===== src/rtl/wcs_pkg.sv =====
// types, codes and constants of the wasm custom section scanner
// no dependencies; imported by every module of the block
package wcs_pkg;

	localparam int WCS_NAME_BYTES = 8;
	localparam int CFG_W = 64;
	localparam int CFG_NAME_BYTES = 8;
	localparam int LEN_W = 32;
	localparam int TLEN_W = 4;
	localparam int LEB_MAX_BYTES = 5;
	localparam int HEADER_BYTES = 8;

	typedef enum logic [1:0] {
		CFG_MODULE_LENGTH = 2'd0,
		CFG_TARGET_NAME   = 2'd1,
		CFG_TARGET_LENGTH = 2'd2,
		CFG_UNUSED        = 2'd3
	} cfg_index_t;

	typedef enum logic [2:0] {
		PH_HEADER  = 3'd0,
		PH_ID      = 3'd1,
		PH_SIZE    = 3'd2,
		PH_SKIP    = 3'd3,
		PH_NAMELEN = 3'd4,
		PH_NAME    = 3'd5,
		PH_PAYLOAD = 3'd6,
		PH_DONE    = 3'd7
	} phase_t;

	typedef enum logic [3:0] {
		ST_BUSY       = 4'd0,
		ST_FOUND      = 4'd1,
		ST_NOT_FOUND  = 4'd2,
		ST_SHORT      = 4'd3,
		ST_MAGIC      = 4'd4,
		ST_VERSION    = 4'd5,
		ST_TRUNC      = 4'd6,
		ST_LONG       = 4'd7,
		ST_SECT_OVER  = 4'd8,
		ST_NAME_OVER  = 4'd9
	} status_t;

	typedef struct packed {
		logic [LEN_W-1:0] acc;
		logic [2:0]       count;
		logic             more;
	} leb_res_t;

	function automatic logic [7:0] magic_byte(input logic [1:0] idx);
		logic [7:0] r;
		unique case (idx)
			2'd0: r = 8'h00;
			2'd1: r = 8'h61;
			2'd2: r = 8'h73;
			default: r = 8'h6d;
		endcase
		return r;
	endfunction

endpackage


===== src/rtl/wcs_leb_step.sv =====
// one LEB128 byte folded into the running accumulator
// depends on wcs_pkg
module wcs_leb_step (
	input  logic [wcs_pkg::LEN_W-1:0] acc,
	input  logic [2:0]                count,
	input  logic [7:0]                data,
	output wcs_pkg::leb_res_t         res
);
	import wcs_pkg::*;

	logic [5:0] shift_full;
	logic [4:0] shift;

	assign shift_full = {3'b000, count} * 6'd7;
	assign shift      = shift_full[4:0];

	assign res.acc   = acc | ({{(LEN_W-7){1'b0}}, data[6:0]} << shift);
	assign res.count = count + 3'd1;
	assign res.more  = data[7];

endmodule


===== src/rtl/wasm_custom_section_scanner.sv =====
// an accepted byte's result is registered and shows in the cycle after it is accepted
// throughput: one byte per cycle unless stalled; set by the single next-state stage of the parser
// stall on the result side holds the output register and stalls the input
// reset (arst_n low, asynchronous): parser back to the header, parser status busy,
// registers module_length 0, target name 0, target length 7
module wasm_custom_section_scanner #(
	parameter int NAME_BYTES = wcs_pkg::WCS_NAME_BYTES
) (
	input  logic                      clk,
	input  logic                      arst_n,
	input  logic                      cfg_we,
	input  wcs_pkg::cfg_index_t       cfg_index,
	input  logic [wcs_pkg::CFG_W-1:0] cfg_data,
	input  logic                      in_valid,
	output logic                      in_stall,
	input  logic [7:0]                module_byte,
	output logic                      out_valid,
	input  logic                      out_stall,
	output logic [7:0]                payload_byte,
	output logic                      payload_valid,
	output logic                      payload_last,
	output logic                      done_res,
	output logic [3:0]                status
);
	import wcs_pkg::*;

	localparam int IDX_W = (NAME_BYTES > 1) ? $clog2(NAME_BYTES) : 1;

	// configuration
	logic [LEN_W-1:0]  mlen_q;
	logic [7:0]        target_q [NAME_BYTES];
	logic [TLEN_W-1:0] tlen_q;

	// parser state
	phase_t           phase_q, phase_d;
	status_t          fstat_q, fstat_d;
	logic [LEN_W-1:0] pos_q, pos_d;
	logic [LEN_W-1:0] acc_q, acc_d;
	logic [2:0]       cnt_q, cnt_d;
	logic [LEN_W-1:0] end_q, end_d;
	logic             custom_q, custom_d;
	logic [LEN_W-1:0] left_q, left_d;
	logic             match_q, match_d;

	// result register
	logic       out_valid_q;
	logic [7:0] pbyte_q;
	logic       pvalid_q, plast_q, done_q;
	status_t    status_q;

	logic       pvalid_d, plast_d;
	logic [7:0] pbyte_d;
	logic       accept;

	leb_res_t leb;

	wcs_leb_step u_leb (
		.acc   (acc_q),
		.count (cnt_q),
		.data  (module_byte),
		.res   (leb)
	);

	assign in_stall = out_valid_q & out_stall;
	assign accept   = in_valid & ~in_stall;

	always_ff @(posedge clk or negedge arst_n) begin
		if (!arst_n) begin
			mlen_q <= '0;
			tlen_q <= TLEN_W'(7);
			for (int i = 0; i < NAME_BYTES; i++) begin
				target_q[i] <= '0;
			end
		end else if (cfg_we) begin
			unique case (cfg_index)
				CFG_MODULE_LENGTH: mlen_q <= cfg_data[LEN_W-1:0];
				CFG_TARGET_NAME: begin
					for (int i = 0; i < NAME_BYTES; i++) begin
						if (i < CFG_NAME_BYTES)
							target_q[i] <= cfg_data[8*(i%CFG_NAME_BYTES) +: 8];
						else
							target_q[i] <= '0;
					end
				end
				CFG_TARGET_LENGTH: tlen_q <= cfg_data[TLEN_W-1:0];
				default: ;
			endcase
		end
	end

	always_comb begin
		logic [LEN_W-1:0] pos_inc;
		logic [LEN_W:0]   sum;
		logic [LEN_W-1:0] idx;
		logic [IDX_W-1:0] sel;
		logic             tlen_ok;
		logic             an_go;
		logic             an_match;

		phase_d  = phase_q;
		fstat_d  = fstat_q;
		pos_d    = pos_q;
		acc_d    = acc_q;
		cnt_d    = cnt_q;
		end_d    = end_q;
		custom_d = custom_q;
		left_d   = left_q;
		match_d  = match_q;
		pbyte_d  = '0;
		pvalid_d = 1'b0;
		plast_d  = 1'b0;

		pos_inc  = pos_q + LEN_W'(1);
		sum      = {1'b0, pos_inc} + {1'b0, leb.acc};
		idx      = acc_q - left_q;
		sel      = (idx < LEN_W'(NAME_BYTES)) ? idx[IDX_W-1:0] : '0;
		tlen_ok  = 32'(tlen_q) <= NAME_BYTES;
		an_go    = 1'b0;
		an_match = 1'b0;

		if (phase_q != PH_DONE && phase_q != PH_HEADER && pos_q >= mlen_q) begin
			phase_d = PH_DONE;
			priority if (phase_q == PH_ID)
				fstat_d = ST_NOT_FOUND;
			else if (phase_q == PH_SIZE || phase_q == PH_NAMELEN)
				fstat_d = ST_TRUNC;
			else
				fstat_d = ST_SECT_OVER;
		end else begin
			unique case (phase_q)
				PH_HEADER: begin
					priority if (mlen_q < LEN_W'(HEADER_BYTES)) begin
						phase_d = PH_DONE;
						fstat_d = ST_SHORT;
					end else if (pos_q < LEN_W'(4)) begin
						if (module_byte != magic_byte(pos_q[1:0])) begin
							phase_d = PH_DONE;
							fstat_d = ST_MAGIC;
						end else begin
							pos_d = pos_inc;
						end
					end else if (module_byte != ((pos_q == LEN_W'(4)) ? 8'd1 : 8'd0)) begin
						phase_d = PH_DONE;
						fstat_d = ST_VERSION;
					end else begin
						pos_d = pos_inc;
						if (pos_inc >= LEN_W'(HEADER_BYTES)) begin
							phase_d = PH_ID;
							if (pos_inc >= mlen_q) begin
								phase_d = PH_DONE;
								fstat_d = ST_NOT_FOUND;
							end
						end
					end
				end
				PH_ID: begin
					custom_d = (module_byte == 8'd0);
					pos_d    = pos_inc;
					acc_d    = '0;
					cnt_d    = '0;
					phase_d  = PH_SIZE;
					if (pos_inc >= mlen_q) begin
						phase_d = PH_DONE;
						fstat_d = ST_TRUNC;
					end
				end
				PH_SIZE, PH_NAMELEN: begin
					acc_d = leb.acc;
					cnt_d = leb.count;
					pos_d = pos_inc;
					if (leb.more) begin
						if (leb.count >= 3'(LEB_MAX_BYTES)) begin
							phase_d = PH_DONE;
							fstat_d = ST_LONG;
						end else if (pos_inc >= mlen_q) begin
							phase_d = PH_DONE;
							fstat_d = ST_TRUNC;
						end
					end else if (phase_q == PH_SIZE) begin
						if (sum > {1'b0, mlen_q}) begin
							phase_d = PH_DONE;
							fstat_d = ST_SECT_OVER;
						end else begin
							end_d = sum[LEN_W-1:0];
							priority if (custom_q) begin
								acc_d   = '0;
								cnt_d   = '0;
								phase_d = PH_NAMELEN;
								if (pos_inc >= mlen_q) begin
									phase_d = PH_DONE;
									fstat_d = ST_TRUNC;
								end
							end else if (leb.acc == '0) begin
								phase_d = PH_ID;
								if (pos_inc >= mlen_q) begin
									phase_d = PH_DONE;
									fstat_d = ST_NOT_FOUND;
								end
							end else begin
								phase_d = PH_SKIP;
							end
						end
					end else begin
						if (sum > {1'b0, end_q}) begin
							phase_d = PH_DONE;
							fstat_d = ST_NAME_OVER;
						end else begin
							left_d   = leb.acc;
							match_d  = (leb.acc == LEN_W'(tlen_q)) && tlen_ok;
							an_match = match_d;
							if (leb.acc == '0)
								an_go = 1'b1;
							else
								phase_d = PH_NAME;
						end
					end
				end
				PH_SKIP: begin
					pos_d = pos_inc;
					if (pos_inc >= end_q) begin
						phase_d = PH_ID;
						if (pos_inc >= mlen_q) begin
							phase_d = PH_DONE;
							fstat_d = ST_NOT_FOUND;
						end
					end
				end
				PH_NAME: begin
					match_d = match_q & ~((idx >= LEN_W'(NAME_BYTES)) ||
						(module_byte != target_q[sel]));
					pos_d    = pos_inc;
					left_d   = left_q - LEN_W'(1);
					an_match = match_d;
					if (left_d == '0)
						an_go = 1'b1;
				end
				PH_PAYLOAD: begin
					pbyte_d  = module_byte;
					pvalid_d = 1'b1;
					pos_d    = pos_inc;
					if (pos_inc >= end_q) begin
						plast_d = 1'b1;
						phase_d = PH_DONE;
						fstat_d = ST_FOUND;
					end
				end
				default: ;
			endcase

			// end of a section name
			if (an_go) begin
				priority if (an_match) begin
					if (pos_inc >= end_q) begin
						phase_d = PH_DONE;
						fstat_d = ST_FOUND;
					end else begin
						phase_d = PH_PAYLOAD;
					end
				end else if (pos_inc >= end_q) begin
					phase_d = PH_ID;
					if (pos_inc >= mlen_q) begin
						phase_d = PH_DONE;
						fstat_d = ST_NOT_FOUND;
					end
				end else begin
					phase_d = PH_SKIP;
				end
			end
		end
	end

	always_ff @(posedge clk or negedge arst_n) begin
		if (!arst_n) begin
			phase_q  <= PH_HEADER;
			fstat_q  <= ST_BUSY;
			pos_q    <= '0;
			acc_q    <= '0;
			cnt_q    <= '0;
			end_q    <= '0;
			custom_q <= 1'b0;
			left_q   <= '0;
			match_q  <= 1'b1;
		end else if (accept) begin
			phase_q  <= phase_d;
			fstat_q  <= fstat_d;
			pos_q    <= pos_d;
			acc_q    <= acc_d;
			cnt_q    <= cnt_d;
			end_q    <= end_d;
			custom_q <= custom_d;
			left_q   <= left_d;
			match_q  <= match_d;
		end
	end

	always_ff @(posedge clk or negedge arst_n) begin
		if (!arst_n) begin
			out_valid_q <= 1'b0;
		end else if (accept) begin
			out_valid_q <= 1'b1;
		end else if (!out_stall) begin
			out_valid_q <= 1'b0;
		end
	end

	always_ff @(posedge clk) begin
		if (accept) begin
			pbyte_q  <= pbyte_d;
			pvalid_q <= pvalid_d;
			plast_q  <= plast_d;
			done_q   <= (phase_d == PH_DONE);
			status_q <= (phase_d == PH_DONE) ? fstat_d : ST_BUSY;
		end
	end

	assign out_valid     = out_valid_q;
	assign payload_byte  = pbyte_q;
	assign payload_valid = pvalid_q;
	assign payload_last  = plast_q;
	assign done_res      = done_q;
	assign status        = status_q;

endmodule


===== config.mk =====
export PLATFORM = sky130hd
export DESIGN_NAME = wasm_custom_section_scanner
export DESIGN_NICKNAME = d
export VERILOG_FILES = /design/src/rtl/wcs_pkg.sv /design/src/rtl/wcs_leb_step.sv /design/src/rtl/wasm_custom_section_scanner.sv
export SDC_FILE = /design/constraint.sdc
export NUM_CORES = 1
export LEC_CHECK = 0
export BUFFER_PORTS_ARGS = -buffer_cell sky130_fd_sc_hd__buf_4
export CAP_MARGIN = 20
export CORE_ASPECT_RATIO = 1.2
export CORE_MARGIN = 2
export CORE_UTILIZATION = 40
export DETAILED_ROUTE_END_ITERATION = 7
export HOLD_SLACK_MARGIN = 0.06
export PLACE_DENSITY = 0.66
export SLEW_MARGIN = 20
export SYNTH_ARGS = -nofsm -noshare
export SYNTH_HDL_FRONTEND = slang
export SYNTH_HIERARCHICAL = 1
export SYNTH_SLANG_ARGS = --single-unit

===== constraint.sdc =====
create_clock -name clk -period 12.31 [get_ports clk]
set_input_delay 2.462 -clock clk [delete_from_list [all_inputs] [get_ports clk]]
set_output_delay 2.462 -clock clk [all_outputs]
set_load 0.01 [all_outputs]

==> impl_metrics.toml, run 1 <==
[drt]
vias = 21127
drt_wl_total_um = 81300
first_pass_iters = 6
vias_per_cell = 6.30
remaining_drc_errors = 0
detail_route.wl_per_cell_um = 24.3
drtIter0Drc = 1899
drtAntennaViolNets = 0

[worst_hold_path]
hold_path_class = "reg -> reg"
min_delay_path_depth = 1

[synth]
synth_edf_count = 15
yosys_warnings = 6
synth_area_per_cell_um2 = 8.64
synthSimpleGateAreaFrac_pct = 19.6
yosysSeqAreaShare_pct = 29.0
synth_top_cell_by_area = "dfrtp_1"
synthXorXnorAreaFrac_pct = 4.66
syn-num-nets = 2903
ys_ff_latch = 256
synth.distinct_cells = 107
synth_fa_ha_area_share_pct = 13.3
synthMuxAreaShare_pct = 6.11
syn-cell-area_um2 = 22300
synthTopCellsByArea = "dfrtp_1, ha_1, o21ai_0"
synth-compound-area-share_pct = 22.4
synthArstFlopShare_pct = 94.1
synth.top_cell.area_share_pct = 26.5
synth_top_family_by_area = "compound AO/OA/AOI/OAI gates"
synthFlopType = "dfrtp_1"
synth_cells = 2588

[power]
powerDensity_nw_per_um2 = 286
peakVddDrop_mv = 0.191
power.leakage_nw = 11.1

[clocking]
clock_path_buffers = 3
clock-root-buffer = "clkbuf_16"
path_clk_slew_ps = 70
cts_tree = "done"
clock_sinks = 256
post-cts-setup-buffer-count = 0
htree_levels = 1
clk_latency_ps = 600
cts_resized = 0
hold_buffers = 0
numCtsBuffers = 29

[sta]
slew_headroom_pct = 22.9
worst_slack_ps = 2570
fin_crit_ps = 9740
fmax_mhz = 103
clock_skew_ps = 22.8
setup_violations = 0
rsz0062_at_grt = "false"
period_share_pct = 79.1
hold_violations = 0
drv_slew = 0
holdWs_ps = 502
worst_slew_pin_slew_ps = 1150
fin_setup_tns_ps = 0

[floorplanning]
pin_count = 96
die_h_um = 263
fp-row-count = 94
die-area_um2 = 57800
start_util_pct = 40.6
fp.coreArea_um2 = 55000
die-width_um = 220

[worst_setup_path]
slowest_delay_ps = 960
crit_family = "compound AO/OA/AOI/OAI gates"
cp_num_cells = 33
path_max_fanout = 29
reg2regPathDepth = 33
critPathKind = "reg -> reg"
cp.arrival_ps = 10230
cp-start-kind = "flip-flop"
required_ps = 12790
slowest_stage = "o2111a_1"
end_kind = "flip-flop"
crit_top_cell = "a21o_1"
path_buf_inv = 1

[grt]
grt_pass1_wl_um = 125000
grt.overflow.total = 0
grt_usage_pct = 27.8
globalRoute.busiestLayer = "met2"
grt_pass1_vias = 21059
met2_usage_pct = 45.3
grt_start_max_net_pins = 110
grt_util_met1_pct = 34.3
use_met3_pct = 3.50
grt_antenna_before_repair = 0

[cells_and_area]
n_fill_cell = 5414
syn2layout_area_growth_pct = 10.3
drive_above_1_share_pct = 12.2
nets = 2923

[job]
cap_viol_max_count = 0

[placement]
dpl.hpwl_um = 63100
dp_slack_ps = 2500
portBuffers = 95
gp_congestion = 1.01

[run_status]
outcome = "finished clean"
==> synth_stat cells (9+ instances only) <==
| cell type | instances |
|---|---|
| a211oi_1 | 23 |
| a21o_1 | 84 |
| a21oi_1 | 166 |
| a22o_1 | 38 |
| a22oi_1 | 21 |
| a31oi_1 | 20 |
| and2_1 | 23 |
| and3_1 | 26 |
| and4_1 | 14 |
| buf_2 | 19 |
| clkbuf_1 | 95 |
| dfrtp_1 | 237 |
| edfxtp_1 | 15 |
| ha_1 | 232 |
| inv_1 | 140 |
| mux2_2 | 78 |
| mux2i_1 | 26 |
| nand2_1 | 197 |
| nand2b_1 | 23 |
| nand3_1 | 74 |
| nand3b_1 | 9 |
| nand4_1 | 64 |
| nor2_1 | 147 |
| nor2b_1 | 24 |
| nor3_1 | 82 |
| nor4_1 | 53 |
| nor4b_1 | 10 |
| o211ai_1 | 23 |
| o21a_1 | 28 |
| o21ai_0 | 188 |
| o21bai_1 | 18 |
| o22ai_1 | 25 |
| o31ai_1 | 9 |
| or2_2 | 10 |
| or3_1 | 19 |
| or4_1 | 18 |
| xnor2_1 | 82 |
| xor2_1 | 35 |
==> metal layers <==
metal / wire length (um) / up-vias
li1: - / 9707
met1: 32400 / 10325
met2: 37700 / 867
met3: 4840 / 228
met4: 6290 / 0
met5: 0 / -
==> power breakdown <==
part / switching, mW / total (mW) / leakage [nW] / internal, mW
Combinational: 3.04 / 4.80 / 7.52 / 1.76
Sequential: 0.245 / 1.32 / 3.12 / 1.07
Clock: 0.399 / 0.940 / 0.504 / 0.542
Total: 3.69 / 7.06 / 11.1 / 3.37
==> cell usage in the layout (no fill, tap or decap), types with 15 or more instances in the layout <==
master / synthesis / layout
nand4_1: 64 / 64
ha_1: 232 / 232
nor2_1: 147 / 146
dfrtp_1: 237 / 237
a211oi_1: 23 / 23
nand3_1: 74 / 74
and3_1: 26 / 26
nor3_1: 82 / 80
edfxtp_1: 15 / 15
mux2_2: 78 / 78
clkbuf_16: 0 / 30
o21bai_1: 18 / 18
a31oi_1: 20 / 20
o211ai_1: 23 / 23
xnor2_1: 82 / 82
a21o_1: 84 / 84
inv_1: 140 / 140
or4_1: 18 / 18
nor2b_1: 24 / 24
nand2_1: 197 / 197
or3_1: 19 / 19
o22ai_1: 25 / 25
a21oi_1: 166 / 166
xor2_1: 35 / 35
nand2b_1: 23 / 23
a22oi_1: 21 / 21
a22o_1: 38 / 38
o21ai_0: 188 / 188
buf_4: 1 / 116
o21a_1: 28 / 28
and2_1: 23 / 23
mux2i_1: 26 / 26
nor4_1: 53 / 52
==> sequential cells by signal (all words and copies together) (netlist names), 3 cells and up <==
| register | cells |
|---|---|
| status | 4 |
| left_q | 32 |
| cnt_q | 3 |
| fstat_q | 4 |
| tlen_q | 4 |
| pos_q | 32 |
| payload_byte | 8 |
| acc_q | 32 |
| mlen_q | 32 |
| phase_q | 3 |
| target_q | 64 |
| end_q | 32 |
==> layout make-up <==
class | count | area [um2] | share of cell area (%)
clock buffer | 36 | 823 | 3.34
sequential | 256 | 6490 | 26.3
timing repair buffer | 117 | 886 | 3.59
multi-input combinational | 2060 | 14800 | 60.1
inverter | 144 | 543 | 2.20
tap | 720 | 901 | 3.65
antenna | 1 | 2.50 | 0.0101
clock inverter | 18 | 199 | 0.807
==> cell families (layout without fill, tap and decap cells) <==
| family | count (synthesis) | after routing |
|---|---|---|
| mux | 117 | 117 |
| fa+ha+maj | 236 | 236 |
| xor+xnor | 118 | 118 |
| buf+inv | 272 | 315 |
| other cells | 0 | 1 |
| simple gates | 830 | 830 |
| compound gates | 759 | 759 |
| flops | 256 | 256 |
==> worst paths after layout <==
check / from / to / slack, ps
worst min register to register: target_q[5] / target_q[5] / 500
worst max-delay path: cnt_q[0] / left_q[27] / 2570
worst max register to register: cnt_q[0] / left_q[27] / 2570
worst min-delay path: target_q[5] / target_q[5] / 500
min in group asynchronous: arst_n / end_q[21] / 1960
max in group asynchronous: arst_n / pos_q[2] / 8830
==> metrics by stage <==
| stage | instances | area (um2) | utilization [%] | total power [mW] |
|---|---|---|---|---|
| after global routing | 3351 | 24700 | 44.8 | 7.56 |
| after global placement | 3297 | 23600 | 42.9 | 5.89 |
| after CTS | 3351 | 24700 | 44.8 | 6.95 |
| after floorplan | 2588 | 22300 | - | 4.61 |
| after detailed placement | 3297 | 23600 | 42.9 | 5.97 |
| final | 3352 | 24700 | 44.8 | 7.06 |
Note: power is estimated with default switching activity, not from simulation.
==> run 2, diff against run 1 <==
--- a/config.mk
+++ b/config.mk
@@ -5,6 +5,7 @@
 export SDC_FILE = /design/constraint.sdc
 export NUM_CORES = 1
 export LEC_CHECK = 0
+export ABC_AREA = 1
 export BUFFER_PORTS_ARGS = -buffer_cell sky130_fd_sc_hd__buf_4
 export CAP_MARGIN = 20
 export CORE_ASPECT_RATIO = 1.2
==> constraint.sdc (replaced) <==
create_clock -name clk -period 9.55 [get_ports clk]
set_input_delay 1.91 -clock clk [delete_from_list [all_inputs] [get_ports clk]]
set_output_delay 1.91 -clock clk [all_outputs]
set_load 0.01 [all_outputs]
==> run 2 against run 1 <==
Utilization is 0.13 points higher. Synthesized cell count up 28%. Critical path type unchanged. Worst hold slack got worse by 17 ps. Wire length shrank 8.2%. Design area up 2.0%. Clock power increased by 30%. Count of clock-buffer cells in the layout is 5 higher. Synthesized area increased by 1.4%. Clock skew decreased by 9.0 ps. Largest power group unchanged. Register-to-register slack lost 1400 ps. Critical path depth up 16. First-iteration DRC count fell by 2.1%.
==> impl_metrics.toml, run 2 <==
[run_status]
outcome = "finished clean"

[placement]
dpl.hpwl_um = 59400
portBuffers = 95
place_inst = 4075
gp_congestion = 0.969

[synth]
synthFlopType = "dfrtp_1"
synth.top_cell.area_share_pct = 26.2
yosys.cell_count.top_type = "nand2_1"
synth_edf_count = 15
synth_area_per_cell_um2 = 6.83
yosysSeqAreaShare_pct = 28.6
synth_top_cell_by_area = "dfrtp_1"
synthTopCellsByCount = "nand2_1, inv_1, o21ai_0, dfrtp_1, nand3_1"
synthTopCellsByArea = "dfrtp_1, nand2_1, ha_1"
yosys_warnings = 6
syn-cell-area_um2 = 22700
ys_ff_latch = 256
synthArstFlopShare_pct = 94.1
synth_cells = 3320
syn-num-nets = 3635
synth.distinct_cells = 65

[grt]
grt_antenna_before_repair = 0
grt_start_max_net_pins = 145
grt_pass1_wl_um = 117000
grt_pass1_vias = 21043
grt.overflow.total = 0
grt_usage_pct = 25.1

[drt]
drt_wl_total_um = 74700
remaining_drc_errors = 0
vias = 22206
first_pass_iters = 6
drtAntennaViolNets = 0
detail_route.wl_per_cell_um = 18.1
vias_per_cell = 5.37
drtIter0Drc = 1859

[clocking]
numCtsBuffers = 31
cts_resized = 0
clk_latency_ps = 610
cts_tree = "done"
path_clk_slew_ps = 60
clock_sinks = 256
clock-root-buffer = "clkbuf_16"
clock_path_buffers = 3
post-cts-setup-buffer-count = 0
hold_buffers = 0
htree_levels = 1

[power]
power_mw = 9.42
seq_power_share_pct = 17.7
comb_power_share_pct = 69.4
p_int_mw = 4.19
power.leakage_nw = 13.3
p_sw_share_pct = 55.6
powerDensity_nw_per_um2 = 375
p_sw_mw = 5.24
pwr-share-clk_pct = 12.9
peakVddDrop_mv = 0.261

[cells_and_area]
syn2layout_area_growth_pct = 11.0
n_fill_cell = 5782
nets = 3698
layout_commonest_cell = "nand2_1"
drive_above_1_share_pct = 7.69
largest_reg_flops = 64
largest_register = "target_q"
fin_cells = 4134
final_cell_mix = "nand2_1, inv_1, o21ai_0, dfrtp_1, ha_1"

[sta]
fin_crit_ps = 8420
clock_skew_ps = 13.8
fin_setup_tns_ps = 0
rsz0062_at_grt = "false"
drv_slew = 0
slew_headroom_pct = 38.7
period_share_pct = 88.2
setup_violations = 0
fmax_mhz = 119
hold_violations = 0
worst_slew_pin_slew_ps = 919

[worst_setup_path]
end_kind = "flip-flop"
slowest_delay_ps = 600
cp-start-kind = "flip-flop"
crit_top_cell = "nand2_1"
path_max_fanout = 18
slowest_stage = "fa_1"
cp.arrival_ps = 8780
critPathKind = "reg -> reg"
required_ps = 9910

[worst_hold_path]
hold_path_class = "reg -> reg"

[floorplanning]
fp.coreArea_um2 = 56000
die_h_um = 265
pin_count = 96
fp-row-count = 95
die-width_um = 221
start_util_pct = 40.5
die-area_um2 = 58600

[job]
cap_viol_max_count = 0
==> run 2: cell count changes in the layout (fill, tap and decap cells not counted), sizes merged, moves of 30 or more <==
cell,before,now
nand3,74,242
mux2i,30,0
a21o,84,2
xnor2,83,17
a22o,38,0
xor2,35,72
inv,145,542
nor2,150,238
o21ai,191,333
nand2,197,874
nor3,82,50
mux2,81,27
==> run 2: worst max-delay path, delay by kind of cell, from the launching register on <==
family | cells | cell delay (ps)
AND/OR/NAND/NOR | 31 | 3180
adder cells (fa/ha/maj) | 5 | 1820
AO/OA/AOI/OAI | 6 | 1490
XOR/XNOR | 2 | 670
flip-flops | 1 | 550
buffers and inverters | 5 | 410
==> run 2: kinds of logic (layout without fill, tap and decap cells) <==
group	count (synthesis)	after routing	share of synthesized area, %
buf+inv	624	710	10.8
mux	27	27	1.34
compound gates	560	560	13.4
flops	256	256	28.6
simple gates	1528	1528	29.2
fa+ha+maj	236	236	13.2
other cells	0	1	0
xor+xnor	89	89	3.52
==> run 2: per-stage QoR <==
stage | setup WS [ps] | hold WS (ps) | utilization, % | instance area [um2]
floorplan | 2490 | 453 | - | 22700
global placement | 1420 | 466 | 43.0 | 24100
detailed placement | 1190 | 474 | 43.0 | 24100
CTS | 1240 | 489 | 44.9 | 25100
global route | 177 | 501 | 44.9 | 25200
finish | 1130 | 485 | 44.9 | 25200
==> run 2: layout make-up <==
type / count / area, um2 / share of cell area [%]
multi-input combinational: 2440 / 13800 / 54.8
clock buffer: 41 / 873 / 3.47
antenna: 1 / 2.50 / 0.00995
sequential: 256 / 6490 / 25.8
inverter: 544 / 2050 / 8.16
clock inverter: 15 / 154 / 0.612
tap: 727 / 910 / 3.62
timing repair buffer: 110 / 883 / 3.51
==> run 2: final timing paths <==
check                                start            to  slack (ps)  depth (start not counted)
worst max-delay path              cnt_q[0]     status[3]        1130                         49
worst min-delay path            mlen_q[17]    mlen_q[17]         490                          2
worst max register to register    cnt_q[0]     status[3]        1130                         49
worst min register to register  mlen_q[17]    mlen_q[17]         490                          2
max in group asynchronous           arst_n    left_q[25]        6890                          2
min in group asynchronous           arst_n  target_q[54]        1300                          1
==> run 2: power groups by stage <==
stage | clock (mW) | sequential [mW] | combinational, mW
after CTS | 1.24 | 1.66 | 6.43
after global placement | 0 | 1.67 | 6.37
after global routing | 1.28 | 1.70 | 7.37
after floorplan | 0 | 1.57 | 4.68
final | 1.22 | 1.67 | 6.54
after detailed placement | 0 | 1.68 | 6.39
==> run 2: metal layers <==
metal  track usage, %  up-vias  wire, um
li1                 -    11028         -
met1             32.0    10351     31800
met2             43.3      676     35600
met3             2.13      151      3480
met4             11.7        0      3780
met5                0        -         0
